$ cat config.mk
export PLATFORM = sky130hd
export DESIGN_NAME = force_gesture_mlp_classifier
export DESIGN_NICKNAME = d
export VERILOG_FILES = /design/src/fgc_pkg.sv /design/src/force_gesture_mlp_classifier.sv /design/src/fgc_mlp.sv
export SDC_FILE = /design/constraint.sdc
export NUM_CORES = 2
export LEC_CHECK = 0
export BUFFER_PORTS_ARGS = -buffer_cell sky130_fd_sc_hd__buf_4
export CORE_UTILIZATION = 60
export DETAILED_ROUTE_END_ITERATION = 6
export PLACE_DENSITY = 0.8
export SYNTH_ARGS = -nofsm -noshare
export SYNTH_HDL_FRONTEND = slang
export SYNTH_HIERARCHICAL = 1
export SYNTH_SLANG_ARGS = --single-unit
export TNS_END_PERCENT = 10
$ cat constraint.sdc
create_clock -name clock -period 29.5 [get_ports clock]
set_clock_uncertainty 0.15 [all_clocks]
set_input_delay 2.95 -clock clock [delete_from_list [all_inputs] [get_ports clock]]
set_output_delay 2.95 -clock clock [all_outputs]
set_load 0.01 [all_outputs]
$ cat src/fgc_pkg.sv
//------------------------------------------------------------------------------
// fgc_pkg
// Types, weights and sigmoid table of the force gesture classifier.
//------------------------------------------------------------------------------
`default_nettype none
package fgc_pkg;
   localparam int FieldCh  = 5;
   localparam int WinLen   = 6;
   localparam int HidNodes = 4;
   localparam int ClassCnt = 3;

   typedef logic [15:0] force_type;
   typedef logic [16:0] diff_type;

   typedef enum logic [1:0] {
      GEST_NONE   = 2'd0,
      GEST_DOWN   = 2'd1,
      GEST_ROTATE = 2'd2,
      GEST_UP     = 2'd3
   } gesture_type;

   // input weight, Q2.14, [window tap][hidden node]
   function automatic logic signed [15:0] w_in(input logic [2:0] i, input logic [1:0] j);
      logic signed [15:0] r;
      r = '0;
      case ({i, j})
         5'd0:  r = 16'sd12408;  5'd1:  r = -16'sd6561;  5'd2:  r = -16'sd1484;
         5'd3:  r = -16'sd10099;
         5'd4:  r = 16'sd1689;   5'd5:  r = -16'sd2068;  5'd6:  r = -16'sd3138;
         5'd7:  r = -16'sd5588;
         5'd8:  r = 16'sd7419;   5'd9:  r = -16'sd643;   5'd10: r = -16'sd2043;
         5'd11: r = 16'sd110;
         5'd12: r = 16'sd21228;  5'd13: r = -16'sd5512;  5'd14: r = -16'sd11514;
         5'd15: r = -16'sd7218;
         5'd16: r = 16'sd17922;  5'd17: r = -16'sd8046;  5'd18: r = -16'sd567;
         5'd19: r = -16'sd6168;
         5'd20: r = 16'sd13592;  5'd21: r = -16'sd6950;  5'd22: r = -16'sd510;
         5'd23: r = -16'sd4235;
         default: r = '0;
      endcase
      return r;
   endfunction

   // hidden weight, Q6.10, [hidden node][class]
   function automatic logic signed [15:0] w_hid(input logic [1:0] j, input logic [1:0] k);
      logic signed [15:0] r;
      r = '0;
      case ({j, k})
         4'd0:  r = 16'sd12021;  4'd1:  r = 16'sd4938;   4'd2:  r = -16'sd17799;
         4'd4:  r = 16'sd18474;  4'd5:  r = -16'sd28674; 4'd6:  r = 16'sd3722;
         4'd8:  r = -16'sd9818;  4'd9:  r = 16'sd1532;   4'd10: r = 16'sd22303;
         4'd12: r = -16'sd18106; 4'd13: r = 16'sd31813;  4'd14: r = -16'sd14282;
         default: r = '0;
      endcase
      return r;
   endfunction

   function automatic logic signed [15:0] bias_hid(input logic [1:0] j);
      logic signed [15:0] r;
      case (j)
         2'd0: r = 16'sd9467;
         2'd1: r = -16'sd878;
         2'd2: r = 16'sd4909;
         default: r = 16'sd2159;
      endcase
      return r;
   endfunction

   function automatic logic signed [15:0] bias_out(input logic [1:0] k);
      logic signed [15:0] r;
      case (k)
         2'd0: r = -16'sd3289;
         2'd1: r = -16'sd9393;
         default: r = -16'sd2389;
      endcase
      return r;
   endfunction

   function automatic logic [16:0] sig_tab(input logic [4:0] i);
      logic [16:0] r;
      case (i)
         5'd0:  r = 17'd32768; 5'd1:  r = 17'd40793; 5'd2:  r = 17'd47911;
         5'd3:  r = 17'd53581; 5'd4:  r = 17'd57724; 5'd5:  r = 17'd60565;
         5'd6:  r = 17'd62428; 5'd7:  r = 17'd63615; 5'd8:  r = 17'd64357;
         5'd9:  r = 17'd64816; 5'd10: r = 17'd65097; 5'd11: r = 17'd65269;
         5'd12: r = 17'd65374; 5'd13: r = 17'd65438; 5'd14: r = 17'd65476;
         5'd15: r = 17'd65500;
         default: r = 17'd65514;
      endcase
      return r;
   endfunction
endpackage
`default_nettype wire

$ cat src/force_gesture_mlp_classifier.sv
//------------------------------------------------------------------------------
// force_gesture_mlp_classifier
// Five-channel force tracker with a 6-4-3 sigmoid perceptron classifier.
//------------------------------------------------------------------------------
// One word in, one word out per tick. A quiet tick goes straight to the
// response without touching the windows. An active tick shifts all windows in
// one memory pass, scans the channels in order, and runs the perceptron once
// per channel due for classification; each run uses the one perceptron unit
// (per hidden node 6 window products through the memory read and the product
// register, then the sigmoid steps; 12 output products, one compare, one
// handoff). Difference windows live in one synchronous memory, one word per
// channel and tap; reset is followed by a clearing pass over all 40 words
// before the first word is taken.
//------------------------------------------------------------------------------
`default_nettype none
module force_gesture_mlp_classifier #(
   parameter int CHANNELS = 5
) (
   input  wire logic        clock,
   input  wire logic        reset,
   input  wire logic        req_valid,
   output logic             req_ready,
   input  wire logic [15:0] req_force_ch0,
   input  wire logic [15:0] req_force_ch1,
   input  wire logic [15:0] req_force_ch2,
   input  wire logic [15:0] req_force_ch3,
   input  wire logic [15:0] req_force_ch4,
   output logic             rsp_valid,
   input  wire logic        rsp_ready,
   output logic             rsp_point_valid,
   output logic [2:0]       rsp_point_index,
   output logic             rsp_gesture_valid,
   output logic [1:0]       rsp_gesture,
   input  wire logic        csr_write,
   input  wire logic [2:0]  csr_index,
   input  wire logic [15:0] csr_data
);
   import fgc_pkg::*;

   localparam int UsedCh = (CHANNELS < FieldCh) ? CHANNELS : FieldCh;
   localparam int ChW    = 3;
   localparam int Depth  = 8 * FieldCh;
   localparam int AddrW  = $clog2(Depth);

   typedef enum logic [2:0] {
      S_CLEAR, S_IDLE, S_SHIFT, S_SCAN, S_RUN, S_WAIT, S_OUT
   } state_type;

   // window memory, address {channel, tap}
   diff_type          mem [Depth];
   diff_type          rd_ff;
   logic [AddrW-1:0]  rd_addr;
   logic              wr_en;
   logic [AddrW-1:0]  wr_addr;
   diff_type          wr_data;

   state_type         state_ff;
   logic [15:0]       thr_ff [FieldCh];
   force_type         prev_ff [FieldCh];
   force_type         f_ff [FieldCh];
   logic [FieldCh-1:0] act_ff;
   logic [FieldCh-1:0] phase_ff;
   logic [AddrW-1:0]  clr_ff;
   logic [ChW-1:0]    ch_ff;       // shift: read channel
   logic [2:0]        tp_ff;       // shift: read tap
   logic              sh_v_ff;     // shift read in flight
   logic [ChW-1:0]    sh_ch_ff;
   logic [2:0]        sh_tp_ff;
   logic              class_ff;
   gesture_type       gest_ff;
   logic              pv_ff;
   logic [2:0]        pi_ff;
   logic              mlp_start;
   logic [2:0]        mlp_tap;
   logic              mlp_done;
   gesture_type       mlp_res;

   force_type         fin [FieldCh];
   logic [FieldCh-1:0] act_now;
   logic [2:0]        pi_now;

   assign fin[0] = req_force_ch0;
   assign fin[1] = req_force_ch1;
   assign fin[2] = req_force_ch2;
   assign fin[3] = req_force_ch3;
   assign fin[4] = req_force_ch4;

   always_comb begin
      pi_now = '0;
      for (int c = 0; c < FieldCh; c++) begin
         act_now[c] = (c < UsedCh) && (fin[c] > thr_ff[c]);
         if (act_now[c])
            pi_now = 3'(c);
      end
   end

   assign req_ready         = (state_ff == S_IDLE);
   assign rsp_valid         = (state_ff == S_OUT);
   assign rsp_point_valid   = pv_ff;
   assign rsp_point_index   = pi_ff;
   assign rsp_gesture_valid = class_ff;
   assign rsp_gesture       = gest_ff;
   assign mlp_start         = (state_ff == S_SCAN) && act_ff[ch_ff] && phase_ff[ch_ff];

   // memory port muxing; shift reads tap t+1 and writes it to tap t
   always_comb begin
      rd_addr = AddrW'({ch_ff, mlp_tap});
      wr_en   = 1'b0;
      wr_addr = AddrW'({sh_ch_ff, sh_tp_ff - 3'd1});
      wr_data = rd_ff;
      if (state_ff == S_CLEAR) begin
         wr_en   = 1'b1;
         wr_addr = clr_ff;
         wr_data = '0;
      end else begin
         if (state_ff == S_SHIFT)
            rd_addr = AddrW'({ch_ff, tp_ff});
         // the last write of the pass lands in the first scan cycle
         if (sh_v_ff) begin
            wr_en = 1'b1;
            if (sh_tp_ff == 3'(WinLen)) begin
               wr_addr = AddrW'({sh_ch_ff, 3'(WinLen - 1)});
               wr_data = 17'({1'b0, f_ff[sh_ch_ff]} - {1'b0, prev_ff[sh_ch_ff]});
            end
         end
      end
   end

   always_ff @(posedge clock) begin
      if (wr_en)
         mem[wr_addr] <= wr_data;
      rd_ff <= mem[rd_addr];
   end

   fgc_mlp u_mlp (
      .clock    (clock),
      .reset    (reset),
      .start    (mlp_start),
      .tap_addr (mlp_tap),
      .tap_data (rd_ff),
      .done     (mlp_done),
      .result   (mlp_res)
   );

   always_ff @(posedge clock) begin
      if (reset) begin
         state_ff <= S_CLEAR;
         clr_ff   <= '0;
         thr_ff[0] <= 16'd8;
         thr_ff[1] <= 16'd32;
         thr_ff[2] <= 16'd48;
         thr_ff[3] <= 16'd80;
         thr_ff[4] <= 16'd80;
         for (int c = 0; c < FieldCh; c++)
            prev_ff[c] <= '0;
         phase_ff <= '0;
         gest_ff  <= GEST_NONE;
         sh_v_ff  <= 1'b0;
      end else begin
         if (csr_write && csr_index < 3'(FieldCh))
            thr_ff[csr_index] <= csr_data;
         sh_v_ff <= 1'b0;
         case (state_ff)
            S_CLEAR: begin
               clr_ff <= clr_ff + 1'b1;
               if (clr_ff == AddrW'(Depth - 1))
                  state_ff <= S_IDLE;
            end
            S_IDLE: begin
               if (req_valid) begin
                  for (int c = 0; c < FieldCh; c++)
                     f_ff[c] <= fin[c];
                  act_ff   <= act_now;
                  class_ff <= 1'b0;
                  pv_ff    <= |act_now;
                  pi_ff    <= pi_now;
                  ch_ff <= '0;
                  tp_ff <= 3'd1;
                  state_ff <= (|act_now) ? S_SHIFT : S_OUT;
               end
            end
            S_SHIFT: begin
               sh_v_ff  <= 1'b1;
               sh_ch_ff <= ch_ff;
               sh_tp_ff <= tp_ff;
               if (tp_ff == 3'(WinLen)) begin
                  tp_ff <= 3'd1;
                  if (ch_ff == ChW'(UsedCh - 1)) begin
                     ch_ff    <= '0;
                     state_ff <= S_SCAN;
                  end else
                     ch_ff <= ch_ff + 1'b1;
               end else
                  tp_ff <= tp_ff + 3'd1;
               if (sh_v_ff && sh_tp_ff == 3'(WinLen))
                  prev_ff[sh_ch_ff] <= f_ff[sh_ch_ff];
            end
            S_SCAN: begin
               if (sh_v_ff && sh_tp_ff == 3'(WinLen))
                  prev_ff[sh_ch_ff] <= f_ff[sh_ch_ff];
               if (act_ff[ch_ff]) begin
                  phase_ff[ch_ff] <= ~phase_ff[ch_ff];
                  if (phase_ff[ch_ff]) begin
                     state_ff <= S_WAIT;
                  end
               end
               if (!(act_ff[ch_ff] && phase_ff[ch_ff])) begin
                  if (ch_ff == ChW'(UsedCh - 1))
                     state_ff <= S_OUT;
                  else
                     ch_ff <= ch_ff + 1'b1;
               end
            end
            S_WAIT: begin
               if (mlp_done) begin
                  gest_ff  <= mlp_res;
                  class_ff <= 1'b1;
                  if (ch_ff == ChW'(UsedCh - 1))
                     state_ff <= S_OUT;
                  else begin
                     ch_ff    <= ch_ff + 1'b1;
                     state_ff <= S_SCAN;
                  end
               end
            end
            S_OUT: begin
               if (rsp_ready)
                  state_ff <= S_IDLE;
            end
            default: state_ff <= S_IDLE;
         endcase
      end
   end
endmodule
`default_nettype wire

$ cat src/fgc_mlp.sv
//------------------------------------------------------------------------------
// fgc_mlp
// Shared multiply-accumulate perceptron: 6-4-3 with tabled sigmoid.
//------------------------------------------------------------------------------
`default_nettype none
module fgc_mlp (
   input  wire logic                clock,
   input  wire logic                reset,
   input  wire logic                start,
   output logic [2:0]               tap_addr,
   input  wire fgc_pkg::diff_type   tap_data,
   output logic                     done,
   output fgc_pkg::gesture_type     result
);
   import fgc_pkg::*;

   typedef enum logic [2:0] {
      S_IDLE, S_HMAC, S_SIG, S_OMAC, S_CMP
   } state_type;

   state_type            state_ff, state_in;
   logic [2:0]           tap_ff, tap_in;     // window tap, counted ahead of data
   logic [1:0]           node_ff, node_in;
   logic [1:0]           cls_ff, cls_in;
   logic                 dvalid_ff, dvalid_in;
   logic [2:0]           dtap_ff, dtap_in;
   logic signed [39:0]   acc_ff, acc_in;
   logic signed [33:0]   prod_ff, prod_in;
   logic                 pvalid_ff, pvalid_in;
   logic [16:0]          h_ff [HidNodes];
   logic [16:0]          h_in;
   logic signed [47:0]   s_ff [ClassCnt];
   logic signed [47:0]   oacc_ff, oacc_in;
   logic [1:0]           ohid_ff, ohid_in;
   logic                 done_ff, done_in;
   gesture_type          res_ff, res_in;
   logic [2:0]           sg_step_ff, sg_step_in;
   logic [17:0]          sg_a_ff, sg_a_in;
   logic                 sg_neg_ff, sg_neg_in;
   logic [29:0]          sg_m_ff, sg_m_in;
   logic [16:0]          sg_base_ff, sg_base_in;

   assign tap_addr = tap_ff;
   assign done     = done_ff;
   assign result   = res_ff;

   logic signed [39:0] z_abs_src;
   logic signed [47:0] osum;
   logic [16:0] t_lo, t_hi;

   always_comb begin
      state_in   = state_ff;
      tap_in     = tap_ff;
      node_in    = node_ff;
      cls_in     = cls_ff;
      dvalid_in  = 1'b0;
      dtap_in    = tap_ff;
      acc_in     = acc_ff;
      prod_in    = prod_ff;
      pvalid_in  = 1'b0;
      oacc_in    = oacc_ff;
      ohid_in    = ohid_ff;
      done_in    = 1'b0;
      res_in     = res_ff;
      sg_step_in = sg_step_ff;
      sg_a_in    = sg_a_ff;
      sg_neg_in  = sg_neg_ff;
      sg_m_in    = sg_m_ff;
      sg_base_in = sg_base_ff;
      h_in       = '0;
      z_abs_src  = '0;
      osum       = '0;
      t_lo       = sig_tab(sg_a_ff[17:13]);
      t_hi       = sig_tab(sg_a_ff[17:13] + 5'd1);
      case (state_ff)
         S_IDLE: begin
            if (start) begin
               state_in = S_HMAC;
               node_in  = '0;
               tap_in   = '0;
               acc_in   = 40'(bias_hid(2'd0)) <<< 4;
            end
         end
         S_HMAC: begin
            // tap address issued, data next cycle, product the cycle after
            if (tap_ff != 3'(WinLen)) begin
               dvalid_in = 1'b1;
               dtap_in   = tap_ff;
               tap_in    = tap_ff + 3'd1;
            end
            if (dvalid_ff) begin
               prod_in   = 34'(w_in(dtap_ff, node_ff) * $signed(tap_data));
               pvalid_in = 1'b1;
            end
            if (pvalid_ff)
               acc_in = acc_ff + 40'(prod_ff);
            if (tap_ff == 3'(WinLen) && !dvalid_ff && !pvalid_ff) begin
               state_in   = S_SIG;
               sg_step_in = '0;
            end
         end
         S_SIG: begin
            case (sg_step_ff)
               3'd0: begin
                  sg_neg_in = acc_ff[39];
                  z_abs_src = acc_ff[39] ? -acc_ff : acc_ff;
                  sg_a_in   = (z_abs_src > 40'sd131072) ? 18'd131072 : z_abs_src[17:0];
                  sg_step_in = 3'd1;
               end
               3'd1: begin
                  sg_base_in = t_lo;
                  sg_m_in    = sg_a_ff[17] ? '0
                               : 30'((t_hi - t_lo) * sg_a_ff[12:0]);
                  sg_step_in = 3'd2;
               end
               default: begin
                  h_in = sg_base_ff + 17'(sg_m_ff >> 13);
                  if (sg_neg_ff)
                     h_in = 17'd65536 - h_in;
                  if (node_ff == 2'(HidNodes - 1)) begin
                     state_in = S_OMAC;
                     cls_in   = '0;
                     ohid_in  = '0;
                     oacc_in  = 48'(bias_out(2'd0)) <<< 16;
                  end else begin
                     node_in  = node_ff + 2'd1;
                     tap_in   = '0;
                     acc_in   = 40'(bias_hid(node_ff + 2'd1)) <<< 4;
                     state_in = S_HMAC;
                  end
               end
            endcase
         end
         S_OMAC: begin
            osum    = oacc_ff + 48'(w_hid(ohid_ff, cls_ff) * $signed({1'b0, h_ff[ohid_ff]}));
            oacc_in = osum;
            ohid_in = ohid_ff + 2'd1;
            if (ohid_ff == 2'(HidNodes - 1)) begin
               if (cls_ff == 2'(ClassCnt - 1))
                  state_in = S_CMP;
               else begin
                  cls_in  = cls_ff + 2'd1;
                  oacc_in = 48'(bias_out(cls_ff + 2'd1)) <<< 16;
               end
            end
         end
         S_CMP: begin
            if (s_ff[0] > s_ff[1] && s_ff[0] > s_ff[2])
               res_in = GEST_DOWN;
            else if (s_ff[2] > s_ff[1] && s_ff[2] > s_ff[0])
               res_in = GEST_UP;
            else if (s_ff[1] > s_ff[0] && s_ff[1] > s_ff[2])
               res_in = GEST_ROTATE;
            else
               res_in = GEST_NONE;
            done_in  = 1'b1;
            state_in = S_IDLE;
         end
         default: state_in = S_IDLE;
      endcase
   end

   always_ff @(posedge clock) begin
      if (reset) begin
         state_ff  <= S_IDLE;
         done_ff   <= 1'b0;
         dvalid_ff <= 1'b0;
         pvalid_ff <= 1'b0;
      end else begin
         state_ff  <= state_in;
         done_ff   <= done_in;
         dvalid_ff <= dvalid_in;
         pvalid_ff <= pvalid_in;
      end
      tap_ff     <= tap_in;
      node_ff    <= node_in;
      cls_ff     <= cls_in;
      dtap_ff    <= dtap_in;
      acc_ff     <= acc_in;
      prod_ff    <= prod_in;
      oacc_ff    <= oacc_in;
      ohid_ff    <= ohid_in;
      res_ff     <= res_in;
      sg_step_ff <= sg_step_in;
      sg_a_ff    <= sg_a_in;
      sg_neg_ff  <= sg_neg_in;
      sg_m_ff    <= sg_m_in;
      sg_base_ff <= sg_base_in;
      if (state_ff == S_SIG && sg_step_ff == 3'd2)
         h_ff[node_ff] <= h_in;
      if (state_ff == S_OMAC && ohid_ff == 2'(HidNodes - 1))
         s_ff[cls_ff] <= osum;
   end
endmodule
`default_nettype wire

### Word-level counts from Yosys, hierarchy flattened

Memories as Yosys holds them, arrays and structs flattened. A register that Yosys moved wholly into a read port is not among the register bits.
Index checks and enable logic that the tools add are counted.

* add/sub/neg operators: 16
* multipliers: 3
* magnitude comparators: 15
* equal/unequal tests: 41
* muxes and demuxes: 133
* bitwise operators: 4
* reductions and logical operators: 51

Operators with widths (count)
* 48-bit greater-than comparator: 6
* 48-bit 2-to-1 mux: 5
* 40-bit 2-to-1 mux: 5
* 17-bit 2-to-1 mux: 8
* 40-bit case mux with 3 select lines: 1
* 3-bit 2-to-1 mux: 38
* 16-bit 2-to-1 mux: 6
* 48-bit case mux with 2 select lines: 1
* 16-bit greater-than comparator: 5
* 48-bit adder: 1
* 16-bit case mux with 3 select lines: 1
* 40-bit by 33-bit adder with 40-bit output: 1
* 40-bit by 19-bit greater-than comparator with 1-bit output, second input constant: 1
* 40-bit negator: 1
* 1-bit 2-to-1 mux: 36
* 16-bit by 18-bit multiplier with 34-bit output: 1
* 16-bit by 17-bit multiplier with 33-bit output: 1
* 16-bit OR reduction: 2
* 30-bit by 13-bit multiplier with 30-bit output: 1
* 14-bit case mux with 2 select lines: 1
* 2-bit 2-to-1 mux: 13
* 3-bit case mux with 4 select lines: 2
* 3-bit == test, second input constant: 7
* 2-bit by 1-bit != test with 1-bit output, second input constant: 10
* 45 further kinds: 109

* bits in registers: 249
* RAM bits: 1132
* bits in read-only memories: 1248
* input port bits: 104
* output and inout bits: 9
* word-level logic and storage cells: 305
* memories: 10

Memories
* mem: depth 40, bits a word 17, read ports 1, clocked after memory_dff 1, wr ports 1, RTL line force_gesture_mlp_classifier.sv:50 `diff_type mem [Depth];`
* (name not given): depth 32, bits a word 16, read ports 1, clocked after memory_dff 0, wr ports 0, RTL line fgc_pkg.sv:26 `case ({i, j})`
* (name not given): depth 16, bits a word 16, read ports 1, clocked after memory_dff 0, wr ports 0, RTL line fgc_pkg.sv:48 `case ({j, k})`
* (name not given): depth 16, bits a word 15, read ports 1, clocked after memory_dff 1, wr ports 0, RTL line fgc_pkg.sv:81 `case (i)`
* (name not given): depth 16, bits a word 15, read ports 1, clocked after memory_dff 0, wr ports 0, RTL line fgc_pkg.sv:81
* u_mlp.s_ff: depth 3, bits a word 48, read ports 3, clocked after memory_dff 0, wr ports 1, RTL line fgc_mlp.sv:32 `logic signed [47:0] s_ff [ClassCnt];`
* +4 memories

### Longest topological paths before layout

* depth after elaboration: 9
* gate-level depth with buffers: 41
* gate-level depth less buffers: 39

### By module

The synthesis kept the hierarchy.

By module, submodules not included
* fgc_mlp: instances 1, cells each 5599, area each 54054.3 µm², seq. area each 12441.9 µm²
* force_gesture_mlp_classifier: instances 1, cells each 2786, area each 42960.0 µm², seq. area each 30469.2 µm²

### Least setup slack after synthesis

OpenSTA, ideal clock, no wires.

* kind: input to register
* from: input port reset
* to: memory f_ff[0][0] (netlist bit) (enable)
* arrival: 8.847 ns
* path slack: 19.886 ns
* stages on the path: 3
* path buffers: 2
* path through: clkbuf_1 clkbuf_1 nor3_1

RTL lines
* start: declaration: RTL line force_gesture_mlp_classifier.sv:20 `input wire logic reset,`
* end: declaration: RTL line force_gesture_mlp_classifier.sv:60 `force_type f_ff [FieldCh];`

### Final worst setup path

* from: register u_mlp.sg_a_ff[13]
* to: register u_mlp.sg_m_ff[29] (data pin)

* word-level cells in the longest chain between the ends: 5

RTL lines
* start: declaration: RTL line fgc_mlp.sv:38 `logic [17:0] sg_a_ff, sg_a_in;`
* start signal: assignment: RTL line fgc_mlp.sv:185 `sg_a_ff <= sg_a_in;`
* 5-bit by 1-bit adder with 5-bit output *: RTL line fgc_mlp.sv:74 `t_hi = sig_tab(sg_a_ff[17:13] + 5'd1);`
* memory read 16 x 15 bit
* 17-bit 2-to-1 mux *: RTL line fgc_pkg.sv:81
* 17-bit by 17-bit subtractor with 18-bit output *: RTL line fgc_mlp.sv:113 `: 30'((t_hi - t_lo) * sg_a_ff[12:0]);`
* 30-bit by 13-bit multiplier with 30-bit output *: RTL line fgc_mlp.sv:113
* end signal: assignment: RTL line fgc_mlp.sv:187 `sg_m_ff <= sg_m_in;`
* end: declaration: RTL line fgc_mlp.sv:40 `logic [29:0] sg_m_ff, sg_m_in;`

Every way passes the cells marked *; elsewhere a longest branch is shown, timed or not.
A chain may end at the register's enable or synchronous reset.

==> out/metrics.yaml <==
status: "complete, no violations"
clkTransAtPathRegs_ns: 0.06
drive_gt1_share_pct: 8.59
seqCellArea_sq_um: 42900
max-clock-path-buffers: 3
setup-violations-final: 0
numCtsBuffers: 149
place_hpwl_microns: 169000
crit_slowest_cell: "xnor2_1"
hp-class: "reg -> reg"
vdd_ir_drop_max_mv: 0.0601
placement.io_buffers: 112
hold_buffers: 0
ys_warn_count: 6
avgSynthCellArea_sq_um: 11.6
internal_power_uw: 3680
drtAntennaViolNets: 0
syn_nets: 9888
dieArea_sq_um: 163000
via_count: 65600
cts_max_level: 4
holdWs_ns: 0.316
post-route-min-period_ns: 10.68
synth_cell_types: 100
r2r-start: "u_mlp/sg_a_ff[13]"
ios: 113
grt_antenna_before_repair: 2
wire_per_inst_microns: 22.3
fmax_mhz: 93.7
p_sw_share_pct: 26.4
comb_power_share_pct: 14.8
synth_async_sr_flop_share_pct: 0
synth_seq_area_share_pct: 44.2
cp-end-kind: "flop"
syn_inst: 8385
clk_latency_ns: 0.81
grt_pass1_wl_microns: 378000
cts_tree: "yes"
hold_path_depth: 2
wl_microns: 241000
root_buffer: "clkbuf_16"
tightest_slew_ns: 1.27
grt_pass1_vias: 68600
die_x_microns: 404
dr.pass1.iters: 6
p_clk_share_pct: 37.5
cp_common_cell: "fa_1"
synth_seq_cells: 1450
drc_errors: 0
place_congestion: 0.944
arrival_ns: 11.07
viasPerCell: 6.09
worst_path_largest_cell_delay_ns: 0.77
setup_tns_ns: 0
grt_max_degree: 125
hold_viol: 0
die_h_microns: 404
n_fill_cell: 11500
area_growth_pct: 8.74
slew_headroom_pct: 14.5
initial_core_util_pct: 60.4
leakagePower_uw: 0.0439
p_sw_uw: 1320
postCtsResizedCells: 0
hold_path_end: "rsp_gesture[1]"
rsz0062_at_grt: "false"
synth_area_sq_um: 97000
clkSinkCount: 1450
r2r-end: "u_mlp/sg_m_ff[29]"
cp_max_fo: 13
drt_iter0_drc: 6789
gr-total-overflow: 0
slew_violations: 0
cap_violations: 0
grt.total_usage_pct: 29.9
power.density_nw_per_um2: 47.4
nets: 10000
synth_top_flop_cell: "edfxtp_1"
power_frac_seq_pct: 47.7
rr_worst_depth: 38
hold_path_startpoint: "u_mlp/result[1]"
critical_path_class: "reg -> reg"
core_sq_um: 161000
fin_crit_sh_pct: 36.2
cts_setup_buffers: 0
worst_setup_path_start_kind: "flop"
reg2reg_setup_slack_ns: 18.82
rows: 147
multi_input_area_sq_um: 48700
synth_edf_count: 1387
crit_required_ns: 29.89
-- through the flow --
| stage | setup slack [ns] | util, % | cells | area (sq um) | power (uW) |
|---|---|---|---|---|---|
| floorplan | 19.89 | - | 8385 | 97000 | 2920 |
| detailed placement | 18.96 | 62.6 | 10500 | 101000 | 3150 |
| finish | 18.82 | 65.7 | 10800 | 105000 | 5000 |
| global placement | 19.08 | 62.6 | 10500 | 101000 | 3120 |
| global route | 18.20 | 65.7 | 10800 | 105000 | 5180 |
| CTS | 18.93 | 65.7 | 10800 | 105000 | 5010 |
-- Yosys cell counts (38+ instances only) --
cell,instances,share of area [%]
or2_2,43,0.28
mux4_2,120,2.8
fa_1,735,15
nor3_1,73,0.38
a21oi_1,261,1.3
nand3_1,147,0.76
and3_1,85,0.55
xnor2_1,138,1.2
nand2_1,913,3.5
clkbuf_1,226,0.87
inv_1,1129,4.4
nor2b_1,77,0.50
dfxtp_1,63,1.3
o21a_1,49,0.38
nand2b_1,64,0.41
ha_1,664,8.6
a31oi_1,56,0.36
mux2i_1,177,1.8
and2_1,312,2.0
nor2_1,560,2.2
edfxtp_1,1387,43
o22ai_1,73,0.47
nand4_1,64,0.41
xor2_1,85,0.77
o21ai_0,195,1.0
nor4_1,38,0.25
a21o_1,133,1.0
-- registers in the layout (all words and copies together) (netlist names), 5 cells and up, named ones only --
register          flops
f_ff                 80
act_ff                5
u_mlp/h_ff           68
u_mlp/acc_ff         40
u_mlp/oacc_ff        48
phase_ff              5
mem                 680
u_mlp/sg_m_ff        17
u_mlp/s_ff          144
u_mlp/sg_a_ff        18
u_mlp/sg_base_ff     15
thr_ff               80
clr_ff                6
prev_ff             128
rd_ff                17
u_mlp/prod_ff        33
-- power by group through the flow --
stage	Sequential (uW)	Clock, uW	Combinational, uW
detailed placement	2430	0	722
global placement	2420	0	696
floorplan	2420	0	503
finish	2390	1880	738
global route	2390	1980	813
CTS	2390	1890	731
-- logic make-up (layout without fill, tap and decap cells) --
kind of cell / Yosys count / after routing / synth area share, %
AND/OR/NAND/NOR: 2469 / 2469 / 12.0
flip-flops: 1450 / 1450 / 44.2
buffers and inverters: 1436 / 1670 / 5.80
adder cells (fa/ha/maj): 1399 / 1399 / 23.7
AO/OA/AOI/OAI: 1083 / 1083 / 7.27
multiplexers: 325 / 325 / 4.95
XOR/XNOR: 223 / 223 / 2.01
other: 0 / 2 / 0
-- critical path, delay by kind of cell (launching register included) --
family                   cells  cell delay (ns)
adder cells (fa/ha/maj)     10             3.94
flip-flops                   1             0.57
buffers and inverters        6             0.60
AO/OA/AOI/OAI               16             3.32
AND/OR/NAND/NOR              3             0.37
XOR/XNOR                     3             1.47
-- cell usage in the layout (no fill, tap or decap), types with 20 or more instances in the layout --
master / count
fa_1: 735
o31ai_1: 29
a211oi_1: 30
nand4_1: 64
a21oi_1: 255
xnor2_1: 138
a21o_1: 133
nand3_1: 147
o21a_1: 49
nor3_1: 67
edfxtp_1: 1387
nand2_1: 913
o21ai_0: 195
clkinv_2: 23
nor2_1: 556
buf_4: 267
mux4_2: 120
xor2_1: 85
nand2b_1: 64
ha_1: 664
a31oi_1: 56
nor4_1: 37
o211ai_1: 24
o22ai_1: 73
dfxtp_1: 60
clkbuf_1: 23
clkinv_1: 34
clkbuf_16: 151
and3_1: 82
nor2b_1: 77
mux2i_1: 175
a22oi_1: 26
mux2_2: 25
or3_1: 22
inv_1: 1129
a22o_1: 20
or2_2: 43
and2_1: 312
-- metal layers --
layer  wire [microns]  GRT usage (%)  share of wire (%)  up-vias
li1                 -              -                  -    29100
met1            90600           37.8                 38    32600
met2           118000           50.6                 49     3235
met3            21100           5.30                8.8      679
met4            10600           12.9                4.4        0
met5                0              0                  0        -
-- worst max path at each step --
stage	start	cells after the start	to	slack (ns)
6_report	u_mlp/sg_a_ff[13]	38	u_mlp/sg_m_ff[29]	18.82
5_1_grt	u_mlp/sg_a_ff[13]	38	u_mlp/sg_m_ff[28]	18.20
4_1_cts	u_mlp/sg_a_ff[13]	38	u_mlp/sg_m_ff[29]	18.93
3_5_place_dp	u_mlp/sg_a_ff[13]	38	u_mlp/sg_m_ff[29]	18.96
3_3_place_gp	u_mlp/sg_a_ff[13]	38	u_mlp/sg_m_ff[29]	19.08
2_1_floorplan	reset	3	f_ff[0][0]	19.89
-- final cells by class --
| class | count | share of cell area [%] |
|---|---|---|
| inverter | 1130 | 4.02 |
| timing repair buffer | 268 | 1.92 |
| multi-input combinational | 5499 | 46.2 |
| clock inverter | 91 | 0.887 |
| tap | 2160 | 2.56 |
| antenna | 2 | 0.00474 |
| sequential | 1450 | 40.7 |
| clock buffer | 181 | 3.75 |
Power figures use the tool's default switching activity.
